File: src/rtl/core/heat_stencil_row_sweep_core_assert.svh
// Assertion macros shared by the heat stencil core modules.
`ifndef HEAT_STENCIL_ROW_SWEEP_CORE_ASSERT_SVH
`define HEAT_STENCIL_ROW_SWEEP_CORE_ASSERT_SVH

// The consequent must hold in the same cycle as the antecedent.
`define HSRS_ASSERT_NOW(name, ante, cons) \
    name: assert property (@(posedge aclk) disable iff (!aresetn) (ante) |-> (cons)) \
        else $error("heat stencil core: assertion failed");

// The consequent must hold in the cycle after the antecedent.
`define HSRS_ASSERT_NEXT(name, ante, cons) \
    name: assert property (@(posedge aclk) disable iff (!aresetn) (ante) |=> (cons)) \
        else $error("heat stencil core: assertion failed");

`endif

File: src/rtl/core/hsrs_pkg.sv
// Shared types and constants of the heat stencil row sweep core.
package hsrs_pkg;

    // Default parameter values.
    localparam int MAX_ROW_LENGTH_DEFAULT = 1024;
    localparam int FRACTION_BITS_DEFAULT  = 16;

    // Field widths fixed by the interface.
    localparam int DATA_W     = 32;
    localparam int ROW_LEN_W  = 11;
    localparam int COEF_W     = 16;
    localparam int CFG_DATA_W = 16;
    localparam int CFG_IDX_W  = 2;

    // A Laplacian term W - 2C + E of 32-bit operands needs 34 bits.
    localparam int LAP_W = DATA_W + 2;

    // Row length limits and reset value.
    localparam int MIN_ROW_LENGTH   = 3;
    localparam int ROW_LENGTH_RESET = 64;

    // Result queue depth: covers the arithmetic pipeline plus slack.
    localparam int OUT_FIFO_DEPTH = 8;

    // Opcode carried on tuser of the input stream.
    localparam logic OP_FLUSH = 1'b1;

    // Configuration register indexes.
    typedef enum logic [CFG_IDX_W-1:0] {
        CFG_ROW_LENGTH = 2'd0,
        CFG_COEF_X     = 2'd1,
        CFG_COEF_Y     = 2'd2
    } cfg_index_t;

    // One cell handed to the arithmetic pipeline.
    typedef struct packed {
        logic [DATA_W-1:0] center;
        logic [LAP_W-1:0]  lap_x;
        logic [LAP_W-1:0]  lap_y;
        logic              edge_col;
        logic              end_of_row;
        logic              end_of_grid;
    } stencil_op_t;

    // One finished result.
    typedef struct packed {
        logic [DATA_W-1:0] new_temperature;
        logic              end_of_row;
        logic              end_of_grid;
    } cell_result_t;

endpackage

File: src/rtl/core/hsrs_fifo.sv
// Result queue that drives the master stream.
`include "heat_stencil_row_sweep_core_assert.svh"

module hsrs_fifo (
    input  logic                                aclk,
    input  logic                                aresetn,
    input  logic                                wr_valid,
    input  hsrs_pkg::cell_result_t              wr_data,
    output logic [$clog2(hsrs_pkg::OUT_FIFO_DEPTH+1)-1:0] count,
    output logic                                m_tvalid,
    input  logic                                m_tready,
    output logic [hsrs_pkg::DATA_W-1:0]         m_tdata,  // [31:0] new_temperature
    output logic                                m_tlast,
    output logic                                m_tuser   // [0] end_of_grid
);

    localparam int DEPTH = hsrs_pkg::OUT_FIFO_DEPTH;
    localparam int PTR_W = $clog2(DEPTH);
    localparam int CNT_W = $clog2(DEPTH + 1);

    hsrs_pkg::cell_result_t fifo_mem [DEPTH];
    logic [PTR_W-1:0] wr_ptr_reg;
    logic [PTR_W-1:0] rd_ptr_reg;
    logic [CNT_W-1:0] count_reg;
    logic [CNT_W-1:0] count_next;
    logic             pop;
    hsrs_pkg::cell_result_t head;

    assign pop = m_tvalid && m_tready;

    // Occupancy follows pushes and pops.
    always_comb begin
        count_next = count_reg;
        if (wr_valid && !pop) begin
            count_next = count_reg + CNT_W'(1);
        end else if (!wr_valid && pop) begin
            count_next = count_reg - CNT_W'(1);
        end
    end

    // Pointer and occupancy registers.
    always_ff @(posedge aclk) begin
        if (!aresetn) begin
            wr_ptr_reg <= '0;
            rd_ptr_reg <= '0;
            count_reg  <= '0;
        end else begin
            if (wr_valid) begin
                wr_ptr_reg <= wr_ptr_reg + PTR_W'(1);
            end
            if (pop) begin
                rd_ptr_reg <= rd_ptr_reg + PTR_W'(1);
            end
            count_reg <= count_next;
        end
    end

    // Storage.
    always_ff @(posedge aclk) begin
        if (wr_valid) begin
            fifo_mem[wr_ptr_reg] <= wr_data;
        end
    end

    assign head     = fifo_mem[rd_ptr_reg];
    assign count    = count_reg;
    assign m_tvalid = (count_reg != '0);
    assign m_tdata  = head.new_temperature;
    assign m_tlast  = head.end_of_row;
    assign m_tuser  = head.end_of_grid;

    `HSRS_ASSERT_NOW(a_no_overflow, wr_valid, (count_reg < CNT_W'(DEPTH)) || pop)
    `HSRS_ASSERT_NOW(a_empty_pointers, count_reg == '0, wr_ptr_reg == rd_ptr_reg)
    `HSRS_ASSERT_NEXT(a_push_counts, wr_valid && !pop, count_reg == $past(count_reg) + CNT_W'(1))

endmodule

File: config.mk
export PLATFORM = sky130hd
export DESIGN_NAME = hsrs_fifo
export DESIGN_NICKNAME = d
export VERILOG_FILES = /design/src/rtl/core/hsrs_pkg.sv /design/src/rtl/core/hsrs_fifo.sv
export VERILOG_INCLUDE_DIRS = /design/src /design/src/rtl/core
export SDC_FILE = /design/constraint.sdc
export NUM_CORES = 1
export LEC_CHECK = 0
export ABC_AREA = 1
export BUFFER_PORTS_ARGS = -buffer_cell sky130_fd_sc_hd__buf_4
export CAP_MARGIN = 15
export CELL_PAD_IN_SITES_DETAIL_PLACEMENT = 1
export CELL_PAD_IN_SITES_GLOBAL_PLACEMENT = 1
export CORE_MARGIN = 1.5
export CORE_UTILIZATION = 49
export DETAILED_ROUTE_END_ITERATION = 16
export HOLD_SLACK_MARGIN = 0.06
export PLACE_DENSITY_LB_ADDON = 0.1
export SLEW_MARGIN = 20
export SYNTH_ARGS = -nofsm -noshare
export SYNTH_HDL_FRONTEND = slang
export SYNTH_SLANG_ARGS = --single-unit
File: constraint.sdc
create_clock -name aclk -period 3.6 [get_ports aclk]
set_input_delay 0.36 -clock aclk [delete_from_list [all_inputs] [get_ports aclk]]
set_output_delay 0.36 -clock aclk [all_outputs]
set_load 0.01 [all_outputs]
; ---- After elaboration in Yosys (flattened, before gate mapping)
; Memory sizes are Yosys's and may differ from the RTL's. A register that Yosys moved wholly into a read port is not among the register bits.
; Cells that the tools add are included.
[totals]
ff_bits = 10
ramBits = 272
inputBits = 38
output_inout_bits = 39
elab_cells = 21
memories = 1
[memory_table]
columns = name, words, word_bits, rd, rd_clocked_by_memory_dff, write_ports, line
row1 = fifo_mem, 8, 34, 1, 1, 1, hsrs_fifo.sv:21  ; hsrs_pkg::cell_result_t fifo_mem [DEPTH];
[classes]
add_sub_neg = 4
mux = 6
reduce_logical = 7
[op_table]
columns = operator, n
row1 = $mux 4, 2
row2 = $add 3x1->3 const B, 2
row3 = $mux 3, 2
row4 = $add 4x1->4 const B, 1
row5 = $reduce_bool 4->1, 1
row6 = $sub 4x1->4 const B, 1
row7 = $logic_and 1x1->1, 3
row8 = $logic_not 1->1, 2
row9 = $mux 1, 2
row10 = $reduce_bool 2->1, 1

; ---- Logic depth before layout (Yosys ltp)
[logic_depth]
depth_word = 5
mapped_depth = 13
ltp_nobuf = 13

; ---- Worst setup path before layout
; OpenSTA, ideal clock, no wires.
[synth_path]
path_type = input to register
start = input port wr_valid
end = memory fifo_mem[0][0] (netlist name), enable pin
setup_ps = 425
arrival_time_ps = 2166
required_time_ps = 3175
path_slack_ps = 1008
stages = 3
path_buffers = 0
path_cell_list = inv_1 or2_2 nor2_1
[synth_via]
elab_chain_cells = 2
[synth_lines]
columns = element, line
row1 = start: declaration, hsrs_fifo.sv:7  ; input logic wr_valid,
row2 = $mux 1, hsrs_fifo.sv:60  ; if (wr_valid) begin
row3 = $mux 1 (implied by the code), hsrs_fifo.sv:61  ; fifo_mem[wr_ptr_reg] <= wr_data;
row4 = end: declaration, hsrs_fifo.sv:21
; No other way between the ends.

==> summary.txt <==
Outcome
  – Outcome: completed

Drt
  – WL final: about 29 mm
  – Drt pass-1 iters: 4
  – Initial drt markers: 449
  – DRC Markers: 0
  – Via count: 7625
  – Vias per cell: 5.31
  – Detail Route Antenna Nets: 0
  – WL/cell: 19.9 um

Global routing
  – Initial antenna violation count: 0
  – Pin count of the biggest net entering global routing: 71
  – Vias in the first global route: ~8400
  – GR Util All Layers: 0.246
  – Grt ovf: 0
  – Global-route wire length before repair: around 46 mm

Synthesis
  – EDFF count, synth: about 270
  – #FFs+latches synth: ~290
  – YS warnings: 0
  – Commonest cells post-synth: nor2_1 (288), edfxtp_1 (272), nand2_1 (189)
  – Async set-reset flop share out of synthesis: 0
  – Syn avg cell area: 11.5 sq um
  – Netlist cell types: 21
  – Dominant cell type by area after synthesis: edfxtp_1
  – Top_reg_cell synth: edfxtp_1
  – Share of the synthesized area in the top cell type: 0.714
  – Syn Inst Count: 992
  – Mapped cell area: between 10000 and 15000 sq um
  – Syn nets: 1036
  – Synth top area cells: edfxtp_1 (71%), nor2_1 (9.4%), nand2_1 (6.2%)
  – Sequential area share after synthesis: 0.736
  – Count leader, synth: nor2_1

Placed design
  – Final GP Congestion: ~0.7
  – Port Buf Inserts: 76
  – Detail Placement HPWL: 16.0 mm
  – Dpl cell area: 12400 sq um

Final layout
  – Share of cells above drive strength 1: 0.133
  – Fin area: roughly 14000 sq um
  – Max reg flops: roughly 270
  – Nets: 1142
  – P&R area growth vs syn: 18.9%
  – Ant. Diodes: 0

STA
  – Hold WS: ~0.08 ns
  – Count of pins over their slew limit: 0
  – Setup Skew: between 0.007 and 0.008 ns
  – TNS Setup: 0 ns
  – Final setup violation count: 0
  – Crit path time final: 3.17 ns
  – Actual slew at the worst max-slew pin: 0.879 ns
  – Slew headroom: 0.414
  – Crit share post-route: 0.880
  – Final Hold Vio Count: 0
  – Max frequency: around 0.32 GHz
  – RSZ-0062 raised after global routing: false

Floorplanning
  – IO Count: 77
  – Die area: around 24000 sq um
  – Chip width: 156 um
  – Num rows: 55
  – Starting density of the core: 0.502
  – Core area: roughly 23000 sq um
  – Die H: around 160 um

Clocking
  – CTS resizes: 0
  – Max Root-Sink Buffers: 3
  – Sinks on the clock net: around 290
  – CTS root buffer: clkbuf_16
  – CTS tree: built
  – Skew-Pair Late Insertion Delay: ~0.55 ns
  – Worst-path clk slew: 0.07 ns
  – CTS Buf Count: 30
  – CTS H-tree lvls: 1

Pwr
  – Peak VDD IR: 0.387 mV
  – Power per cell area: 650 nW/um^2
  – Leakage: around 5.1 nW

Flow run
  – Max-cap viol count: 0

Worst setup path
  – CP max FO: 56
  – CP Buf/Inv Count: 3
  – WP data required: 3.24 ns
  – Worst path max stage delay: 0.57 ns
  – Most numerous cell on the critical path: nand2_1
  – Critical R2R Launch: count[0]
  – Crit-path slowest cell: dfxtp_4
  – Startpoint Class: flip-flop
  – Crit. End Element: primary output
  – Crit path max-delay family: buffers and inverters
  – Crit path DAT: around 2.8 ns
  – Crit path cell chain: clkinv_2, buf_4, o21ai_0, nand2_1, nand2_1, nand2_1, buf_4
  – WS Path Type: reg2out

Worst hold path
  – Hold crit path type: in2reg
  – Hold Crit Start: wr_data[1]
[placed cells by master (no fill, tap or decap), drive strengths merged, types with 5 or more instances in the layout]
cell type and count:
dlygate4sd3 30, nand2 189, edfxtp 272, o21ai 141
nor2 288, a21oi 8, dfxtp 13, clkbuf 42
clkinv 14, buf 95, nand3 6, ha 5
inv 12
[worst paths after layout]
kind / end / slack [ns] / cells after the start
setup reg to reg: count[3] / 1.41 / 11
setup / recovery: m_tdata[1] / 0.43 / 7
hold reg to reg: flip-flop / 0.50 / 2
hold / removal: fifo_mem[1][1] / 0.08 / 1
[per-layer routing]
| layer | wire length (um) | track usage | vias to the layer above |
|---|---|---|---|
| li1 | - | - | 3596 |
| met1 | 12100 | 0.303 | 3842 |
| met2 | 15000 | 0.455 | 151 |
| met3 | 984 | 0.0283 | 36 |
| met4 | 479 | 0.0680 | 0 |
| met5 | 0 | 0 | - |
[stage by stage]
| step | setup slack [ns] | instances | total power [mW] | utilization |
|---|---|---|---|---|
| after floorplan | 1.01 | 992 | 5.16 | - |
| after global placement | 1.09 | 1348 | 5.85 | 0.542 |
| after detailed placement | 1.02 | 1349 | 5.92 | 0.543 |
| after CTS | 0.378 | 1434 | 8.93 | 0.597 |
| after global routing | 0.200 | 1435 | 9.28 | 0.597 |
| final | 0.431 | 1435 | 8.85 | 0.597 |
[power by group]
part / switching [mW] / total [mW] / internal [mW]
clock: 1.25 / 2.97 / 1.72
sequential: 0.0877 / 3.83 / 3.74
combinational: 1.30 / 2.05 / 0.743
[cell families (layout without fill, tap and decap cells)]
family / after synthesis / count (layout) / synth area share
fa+ha+maj: 6 / 6 / 0.00722
buf+inv: 65 / 195 / 0.0295
xor+xnor: 2 / 2 / 0.00153
simple gates: 485 / 485 / 0.160
compound gates: 149 / 149 / 0.0652
flops: 285 / 285 / 0.736
[layout make-up]
cell class              count  area [sq um]
repair buffers            125          1050
clock inverters            14           116
well taps                 313           392
clock buffers              42           817
multi-input cells         642          2740
flip-flops and latches    285          8430
fillers                  2355          9180
inverters                  14          53.8
[worst register-to-register path: cells and delay by family (launching register included)]
| family | cells | cell delay (ns) |
|---|---|---|
| and+or+nand+nor | 6 | 0.91 |
| adders and majority gates | 2 | 0.50 |
| DFF | 1 | 0.42 |
| buffers and inverters | 3 | 0.27 |
[repair_timing]
action / in CTS / in global routing
hold buffers: 29 / 1
hold endpoints to repair: 216 / 2
setup buffers: 0 / 0
Power figures use the tool's default switching activity.
