`src/rtl/core/heat_stencil_row_sweep_core_assert.svh`:
```
// Assertion macros shared by the heat stencil core modules.
`ifndef HEAT_STENCIL_ROW_SWEEP_CORE_ASSERT_SVH
`define HEAT_STENCIL_ROW_SWEEP_CORE_ASSERT_SVH

// The consequent must hold in the same cycle as the antecedent.
`define HSRS_ASSERT_NOW(name, ante, cons) \
    name: assert property (@(posedge aclk) disable iff (!aresetn) (ante) |-> (cons)) \
        else $error("heat stencil core: assertion failed");

// The consequent must hold in the cycle after the antecedent.
`define HSRS_ASSERT_NEXT(name, ante, cons) \
    name: assert property (@(posedge aclk) disable iff (!aresetn) (ante) |=> (cons)) \
        else $error("heat stencil core: assertion failed");

`endif

```
`src/rtl/core/hsrs_pkg.sv`:
```
// Shared types and constants of the heat stencil row sweep core.
package hsrs_pkg;

    // Default parameter values.
    localparam int MAX_ROW_LENGTH_DEFAULT = 1024;
    localparam int FRACTION_BITS_DEFAULT  = 16;

    // Field widths fixed by the interface.
    localparam int DATA_W     = 32;
    localparam int ROW_LEN_W  = 11;
    localparam int COEF_W     = 16;
    localparam int CFG_DATA_W = 16;
    localparam int CFG_IDX_W  = 2;

    // A Laplacian term W - 2C + E of 32-bit operands needs 34 bits.
    localparam int LAP_W = DATA_W + 2;

    // Row length limits and reset value.
    localparam int MIN_ROW_LENGTH   = 3;
    localparam int ROW_LENGTH_RESET = 64;

    // Result queue depth: covers the arithmetic pipeline plus slack.
    localparam int OUT_FIFO_DEPTH = 8;

    // Opcode carried on tuser of the input stream.
    localparam logic OP_FLUSH = 1'b1;

    // Configuration register indexes.
    typedef enum logic [CFG_IDX_W-1:0] {
        CFG_ROW_LENGTH = 2'd0,
        CFG_COEF_X     = 2'd1,
        CFG_COEF_Y     = 2'd2
    } cfg_index_t;

    // One cell handed to the arithmetic pipeline.
    typedef struct packed {
        logic [DATA_W-1:0] center;
        logic [LAP_W-1:0]  lap_x;
        logic [LAP_W-1:0]  lap_y;
        logic              edge_col;
        logic              end_of_row;
        logic              end_of_grid;
    } stencil_op_t;

    // One finished result.
    typedef struct packed {
        logic [DATA_W-1:0] new_temperature;
        logic              end_of_row;
        logic              end_of_grid;
    } cell_result_t;

endpackage

```
`src/rtl/core/hsrs_arith.sv`:
```
// Three-stage arithmetic pipeline: coefficient products, rounded sum, saturation.
module hsrs_arith #(
    parameter int FRACTION_BITS = hsrs_pkg::FRACTION_BITS_DEFAULT
) (
    input  logic                          aclk,
    input  logic                          aresetn,
    input  logic                          in_valid,
    input  hsrs_pkg::stencil_op_t         in_op,
    input  logic [hsrs_pkg::COEF_W-1:0]   coef_x,
    input  logic [hsrs_pkg::COEF_W-1:0]   coef_y,
    output logic                          out_valid,
    output hsrs_pkg::cell_result_t        out_result,
    output logic [1:0]                    inflight
);

    localparam int DATA_W = hsrs_pkg::DATA_W;
    localparam int PROD_W = hsrs_pkg::LAP_W + hsrs_pkg::COEF_W + 1;
    localparam int SUM_W  = PROD_W + 1;
    localparam logic signed [SUM_W-1:0] ROUND_HALF =
        {{(SUM_W-1){1'b0}}, 1'b1} << (FRACTION_BITS - 1);

    // Stage 1: operands as delivered by the sequencer.
    logic                  v1_reg;
    hsrs_pkg::stencil_op_t op1_reg;

    // Stage 2: the two coefficient products.
    logic                    v2_reg;
    logic [DATA_W-1:0]       c2_reg;
    logic signed [PROD_W-1:0] px2_reg;
    logic signed [PROD_W-1:0] py2_reg;
    logic                    pass2_reg;
    logic                    eor2_reg;
    logic                    eog2_reg;

    // Stage 3: the sum with the rounding offset already added.
    logic                    v3_reg;
    logic [DATA_W-1:0]       c3_reg;
    logic signed [SUM_W-1:0] sum3_reg;
    logic                    pass3_reg;
    logic                    eor3_reg;
    logic                    eog3_reg;

    logic signed [SUM_W-1:0] incr;
    logic signed [SUM_W-1:0] total;
    logic                    fits;
    logic [DATA_W-1:0]       sat_value;

    // Valid bits of the three stages.
    always_ff @(posedge aclk) begin
        if (!aresetn) begin
            v1_reg <= 1'b0;
            v2_reg <= 1'b0;
            v3_reg <= 1'b0;
        end else begin
            v1_reg <= in_valid;
            v2_reg <= v1_reg;
            v3_reg <= v2_reg;
        end
    end

    // Payload registers of the three stages.
    always_ff @(posedge aclk) begin
        op1_reg   <= in_op;
        c2_reg    <= op1_reg.center;
        px2_reg   <= $signed(op1_reg.lap_x) * $signed({1'b0, coef_x});
        py2_reg   <= $signed(op1_reg.lap_y) * $signed({1'b0, coef_y});
        pass2_reg <= op1_reg.edge_col;
        eor2_reg  <= op1_reg.end_of_row;
        eog2_reg  <= op1_reg.end_of_grid;
        c3_reg    <= c2_reg;
        sum3_reg  <= SUM_W'(px2_reg) + SUM_W'(py2_reg) + ROUND_HALF;
        pass3_reg <= pass2_reg;
        eor3_reg  <= eor2_reg;
        eog3_reg  <= eog2_reg;
    end

    // Floor shift back to the temperature grid, add the centre and saturate.
    always_comb begin
        incr  = sum3_reg >>> FRACTION_BITS;
        total = SUM_W'($signed(c3_reg)) + incr;
        fits  = (&total[SUM_W-1:DATA_W-1]) || !(|total[SUM_W-1:DATA_W-1]);
        if (fits) begin
            sat_value = total[DATA_W-1:0];
        end else if (total[SUM_W-1]) begin
            sat_value = {1'b1, {(DATA_W-1){1'b0}}};
        end else begin
            sat_value = {1'b0, {(DATA_W-1){1'b1}}};
        end
    end

    // Edge columns pass the centre through unchanged.
    assign out_valid                  = v3_reg;
    assign out_result.new_temperature = pass3_reg ? c3_reg : sat_value;
    assign out_result.end_of_row      = eor3_reg;
    assign out_result.end_of_grid     = eog3_reg;
    assign inflight = 2'(v1_reg) + 2'(v2_reg) + 2'(v3_reg);

endmodule

```
`config.mk`:
```
export PLATFORM = sky130hd
export DESIGN_NAME = hsrs_arith
export DESIGN_NICKNAME = d
export VERILOG_FILES = /design/src/rtl/core/heat_stencil_row_sweep_core_assert.svh /design/src/rtl/core/hsrs_pkg.sv /design/src/rtl/core/hsrs_arith.sv
export SDC_FILE = /design/constraint.sdc
export NUM_CORES = 2
export LEC_CHECK = 0
export BUFFER_PORTS_ARGS = -buffer_cell sky130_fd_sc_hd__buf_4
export CORE_ASPECT_RATIO = 1.5
export CORE_MARGIN = 5
export CORE_UTILIZATION = 50
export CTS_CLUSTER_SIZE = 12
export DETAILED_ROUTE_END_ITERATION = 8
export GPL_ROUTABILITY_DRIVEN = 1
export PLACE_DENSITY_LB_ADDON = 0.25
export REMOVE_ABC_BUFFERS = 1
export SYNTH_ARGS = -nofsm -noshare
export SYNTH_HDL_FRONTEND = slang
export SYNTH_SLANG_ARGS = --single-unit
```
`constraint.sdc`:
```
create_clock -name aclk -period 10.15 [get_ports aclk]
set_input_delay 1.015 -clock aclk [delete_from_list [all_inputs] [get_ports aclk]]
set_output_delay 1.015 -clock aclk [all_outputs]
set_load 0.05 [all_outputs]
```
* Yosys cells after proc, flatten, opt, wreduce, memory -nomap -nowiden
Index checks and enable logic that the tools add are counted.
** Storage, ports and cells
- Memories kept :: 0
- Register bits :: 330
- Bits in latches :: 0
- Bits of input ports :: 138
- Bits in read-only memories :: 0
- Output and inout bits :: 37
- Bits in writable memories :: 0
- Logic and storage cells :: 34
** Cells by class
- Bitwise logic cells :: 0
- $lt $le $gt $ge :: 0
- Equality and inequality tests :: 0
- Multiply operators :: 2
- Shift operators :: 0
- Reductions and logical operators :: 4
- Multiplexer cells :: 3
- Div/mod/pow operators :: 0
- Add/subtract/negate cells :: 5
** Operators with widths (count)
- $mul 34x17->51 :: 2
- $mux 32 :: 3
- $add 51x51->52 :: 1
- $add 52x17->52 const B :: 1
- $add 32x36->37 :: 1
- $reduce_and 21->1 :: 1
- $reduce_or 21->1 :: 1
- $add 1x1->2 :: 1
- $add 2x1->2 :: 1
- $logic_not 1->1 :: 1
- $logic_or 1x1->1 :: 1

* Longest topological paths before layout
- Word-level depth :: 6
- Depth in mapped cells :: 26
- Gate-level depth less buffers :: 24

* Worst setup path before layout
Ideal clock, no wire load.
- Path kind :: input-to-reg
- Start point :: in coef_y[8] (netlist bit)
- End point :: reg py2_reg[49]
- Slack :: 2.989 ns
- Library setup time :: 0.118 ns
- Arrival time :: 7.044 ns
- Stages :: 24
- Data required time :: 10.032 ns
- Path buffers :: 2
- Path through :: clkbuf_1 > clkbuf_1 > nand2_1 > fa_1 > inv_1 > fa_1 > inv_1 > fa_1 > inv_1 > fa_1 > fa_1 > inv_1 > fa_1 > inv_1 > ha_1 > nand3_1 > or4_1 > or3_1 > a21oi_1 > o21ai_1 > a2111oi_0 > o21bai_1 > mux2i_1 > nor2_1
** Between the ends
- Cells in the longest elaborated chain, start to end :: 1
** Ends and longest elaborated chain
- start, declared :: line hsrs_arith.sv:10 : input logic [hsrs_pkg::COEF_W-1:0] coef_y,
- $mul 34x17->51 :: line hsrs_arith.sv:66 : py2_reg <= $signed(op1_reg.lap_y) * $signed({1'b0, coef_y});
- end signal, assigned :: line hsrs_arith.sv:66
- end, declared :: line hsrs_arith.sv:30 : logic signed [PROD_W-1:0] py2_reg;
Every way passes these cells.
A chain may end at the register's enable or synchronous reset.

* Final worst setup path
- Start point :: reg op1_reg[21] (netlist bit)
- End point :: reg py2_reg[47]
** Between the ends
- Cells in the longest elaborated chain, start to end :: 1
** Ends and longest elaborated chain
- start, declared :: line hsrs_arith.sv:24 : hsrs_pkg::stencil_op_t op1_reg;
- start signal, assigned :: line hsrs_arith.sv:63 : op1_reg <= in_op;
- $mul 34x17->51 :: line hsrs_arith.sv:66
Every way passes these cells.

==> metrics.md <==
| Metric | Value |
|---|---|
| Run status | finished clean |
| Worst min-delay path category | flip-flop to flip-flop |
| Share of the synthesized netlist area taken by xor and xnor gates | 0.02785 |
| Die boundary height | slightly below 400 µm |
| Post-synthesis adder-cell area fraction | 0.5156 |
| Post-synthesis mux area share | 0.001242 |
| Most frequent cells after synthesis | sky130_fd_sc_hd__inv_1, sky130_fd_sc_hd__fa_1, sky130_fd_sc_hd__nand2_1, sky130_fd_sc_hd__and2_1, sky130_fd_sc_hd__ha_1 |
| Count of buffers added by post-CTS timing repair for setup | 0 |
| Worst-skew pair later-pin latency | around 610 ps |
| Synthesized area per cell | 9.189 µm² |
| Area of all placed cells without fillers | 52810 µm² |
| Cell Area, Synth | between 40000 and 50000 µm² |
| EDFF count, synth | 0 |
| Post-route clock period utilization | 0.7211 |
| Routed wire length | around 130000 µm |
| TritonCTS clock tree | yes |
| Iteration-0 DRC Markers | between 1500 and 2000 |
| Final weighted congestion of routability-driven global placement | 0.9002 |
| Startpoint kind of the worst setup timing path | flip-flop |
| Seq cells post-synth | roughly 310 |
| Synth warn | 0 |
| Area share of the leading cell type in the synthesized netlist | 0.4201 |
| Fraction of layout instances using a drive strength above 1 | 0.04869 |
| Die width | 266.6 µm |
| Number of buffer cells added on primary ports | ~170 |
| Syn-to-layout area delta | 6.964% |
| Minimum period implied by the final worst setup slack | roughly 7300 ps |
| Dominant cells by area after synthesis | sky130_fd_sc_hd__fa_1, sky130_fd_sc_hd__dfxtp_1, sky130_fd_sc_hd__inv_1, sky130_fd_sc_hd__ha_1, sky130_fd_sc_hd__nand2_1 |
| Most used flip-flop cell after synthesis | sky130_fd_sc_hd__dfxtp_1 |
| Total negative slack for setup checks | 0 ps |
| Remaining global-route overflow | 0 |
| Basic-gate share of the synthesized area counting and, or, nand and nor cells | 0.1373 |
| Hold Fails Final Rpt | 0 |
| Fraction of the yosys area taken by sequential cells | 0.1273 |
| Data required time of the critical path | roughly 11000 ps |
| Area of the die | ~110000 µm² |
| Max_cap viols | 0 |
| Endpoint type of the worst setup path | flip-flop |
| Met2 routing resource usage after global routing | 0.4679 |
| Slew headroom | 0.3257 |
| Post-cts sizing count | 0 |
| Setup repair after global routing missed its margin | false |
| Area after DPL | approximately 51000 µm² |
| Number of vias per cell after detailed routing | about 5.3 |
| Via count of the first global-routing pass | approximately 40000 |
| Core box area | 98270 µm² |
| Most Crowded Layer GR | met2 |
| Pin slew with the least headroom to its limit | approximately 1000 ps |
| FF/Latch Area | ~6300 µm² |
| Vias | 35540 |
| Clk Tree Root Cell | sky130_fd_sc_hd__clkbuf_16 |
| Placement Rows | around 140 |
| Peak Freq | 136.6 MHz |
| Synth Instances | 5373 |
| I/O pin count | 175 |
| Share of flip-flops with an asynchronous set or reset after synthesis | 0 |
| DR WL/cell | approximately 19 µm |
| NumNets Final | between 6000 and 7000 |
| Drc violations | 0 |
| Worst endpoint data arrival time | around 7800 ps |
| Effective utilization at floorplan | 0.5025 |
| TritonCTS Sinks | ~310 |
| Area of the multi-input gates | 37450 µm² |
| Distinct cell type count of the synthesized netlist | 71 |
| Count of filler cells inserted in the layout | around 9000 |
| GR Util met3 | 0.02575 |
| Setup-failing EPs final | 0 |
| Worst-path fanout max | 16 |
| Hold-fix buffers, CTS | 0 |
| Grt met1 use | 0.2706 |
| Type of the setup path with the least slack | flip-flop to flip-flop |
| Dominant cell by count in the synthesized netlist | sky130_fd_sc_hd__inv_1 |
| Max reg flops | approximately 100 |
| Dominant combinational cell family by area after synthesis | adder cells |
| Detailed-router iteration count before antenna repair | 5 |
| Reg clk slew, reported paths | 60 ps |
| Maximum number of pins on one net before global-route repair | 35 |
| Fin. max-slew vios | 0 |
| Compound-Gate Fraction of Synth Area | 0.07625 |
| Post-route antenna net violation count | 0 |
| Number of H-tree levels | 2 |
| First-pass GRT wire length | 206300 µm |
| Worst Skew | approximately 36 ps |
| Placed wire-length estimate | ~100000 µm |
| Largest area contributor in the netlist | sky130_fd_sc_hd__fa_1 |
| Clock buffer depth | 3 |
| Total routing usage reported by global routing | 0.2462 |
| Clock buffer count from CTS | 39 |
| Initial antenna violation count | 0 |
-- through the flow --
step	util	hold slack, ps	cells	setup WS [ps]
after floorplan	-	309.6	5158	3417
after global placement	0.5240	311.0	6626	2450
after detailed placement	0.5240	312.1	6626	2291
after CTS	0.5374	316.3	6689	2842
after global routing	0.5374	324.9	6689	2397
final	0.5374	315.7	6690	2831
-- worst max-delay path: stages (launching register included) --
cell	delay, ps
sky130_fd_sc_hd__dfxtp_1	910
sky130_fd_sc_hd__nand2_1	190
sky130_fd_sc_hd__fa_1	540
sky130_fd_sc_hd__fa_1	510
sky130_fd_sc_hd__fa_1	510
sky130_fd_sc_hd__inv_1	50
sky130_fd_sc_hd__fa_1	500
sky130_fd_sc_hd__fa_1	500
sky130_fd_sc_hd__inv_1	60
sky130_fd_sc_hd__fa_1	470
sky130_fd_sc_hd__inv_1	40
sky130_fd_sc_hd__ha_1	380
sky130_fd_sc_hd__inv_1	120
sky130_fd_sc_hd__or4_1	530
sky130_fd_sc_hd__or3_1	340
sky130_fd_sc_hd__a21oi_1	270
sky130_fd_sc_hd__o21ai_1	200
sky130_fd_sc_hd__a21boi_0	290
sky130_fd_sc_hd__o21ai_1	170
sky130_fd_sc_hd__o41ai_1	470
sky130_fd_sc_hd__xor2_1	210
-- logic make-up (layout without fill, tap and decap cells) --
family	count (synthesis)	after routing
buffers and inverters	1488	1517
and+or+nand+nor	1441	1441
adders and majority gates	1413	1413
AOI/OAI and AO/OA	554	554
DFF	314	314
xor gates and xnor gates	157	157
muxes	6	6
other	0	1
-- per-layer routing --
layer,wire (µm),up-vias,part of all wire
met3,5715,400,0.045
met1,44760,18040,0.35
li1,-,16060,-
met5,0,-,0
met2,68450,1040,0.54
met4,7593,0,0.060
-- cells in the final DEF (no fill, tap or decap), types with 6 or more instances in the layout --
cell type                   Yosys  layout
sky130_fd_sc_hd__dfxtp_1      314     314
sky130_fd_sc_hd__and3_1        14      14
sky130_fd_sc_hd__clkbuf_16      0      39
sky130_fd_sc_hd__nand2_1      778     778
sky130_fd_sc_hd__xnor2_1      107     107
sky130_fd_sc_hd__nor3_1        29      29
sky130_fd_sc_hd__a211oi_1      18      18
sky130_fd_sc_hd__or3_1          9       9
sky130_fd_sc_hd__ha_1         377     377
sky130_fd_sc_hd__a21oi_1      164     163
sky130_fd_sc_hd__a221o_1       36      36
sky130_fd_sc_hd__o211ai_1      15      15
sky130_fd_sc_hd__fa_1        1036    1036
sky130_fd_sc_hd__a31oi_1       11      11
sky130_fd_sc_hd__nor2b_1       16      16
sky130_fd_sc_hd__a21boi_0       6       6
sky130_fd_sc_hd__buf_4          5     181
sky130_fd_sc_hd__and2_1       414     414
sky130_fd_sc_hd__o21bai_1      32      32
sky130_fd_sc_hd__xor2_1        50      50
sky130_fd_sc_hd__nand3_1       31      31
sky130_fd_sc_hd__nor2_1        94      94
sky130_fd_sc_hd__o31ai_1       10      10
sky130_fd_sc_hd__inv_1       1273    1273
sky130_fd_sc_hd__o21ai_0       72      72
sky130_fd_sc_hd__nand2b_1      16      16
sky130_fd_sc_hd__nand4_1       26      26
sky130_fd_sc_hd__a21o_1        97      97
sky130_fd_sc_hd__o21a_1        30      30
-- layout make-up --
cell class                 count  share of cell area
clock buffer                  44             0.01921
timing repair buffer         181             0.02573
tap                         1287             0.03049
inverter                    1273             0.09048
antenna                        1          0.00004738
clock inverter                19            0.005828
sequential                   314              0.1190
multi-input combinational   3571              0.7092
-- path summary, 6_finish.rpt --
check	slack, ps	cells past startpoint	start	end
max	2830	20	op1_reg[21]	py2_reg[47]
min	320	0	c2_reg[28]	c3_reg[28]
max reg2reg	2830	20	op1_reg[21]	py2_reg[47]
min reg2reg	320	0	c2_reg[28]	c3_reg[28]
Power is not shown: default switching activity piles up to over one toggle a cycle in this logic, so the estimate is an artifact.
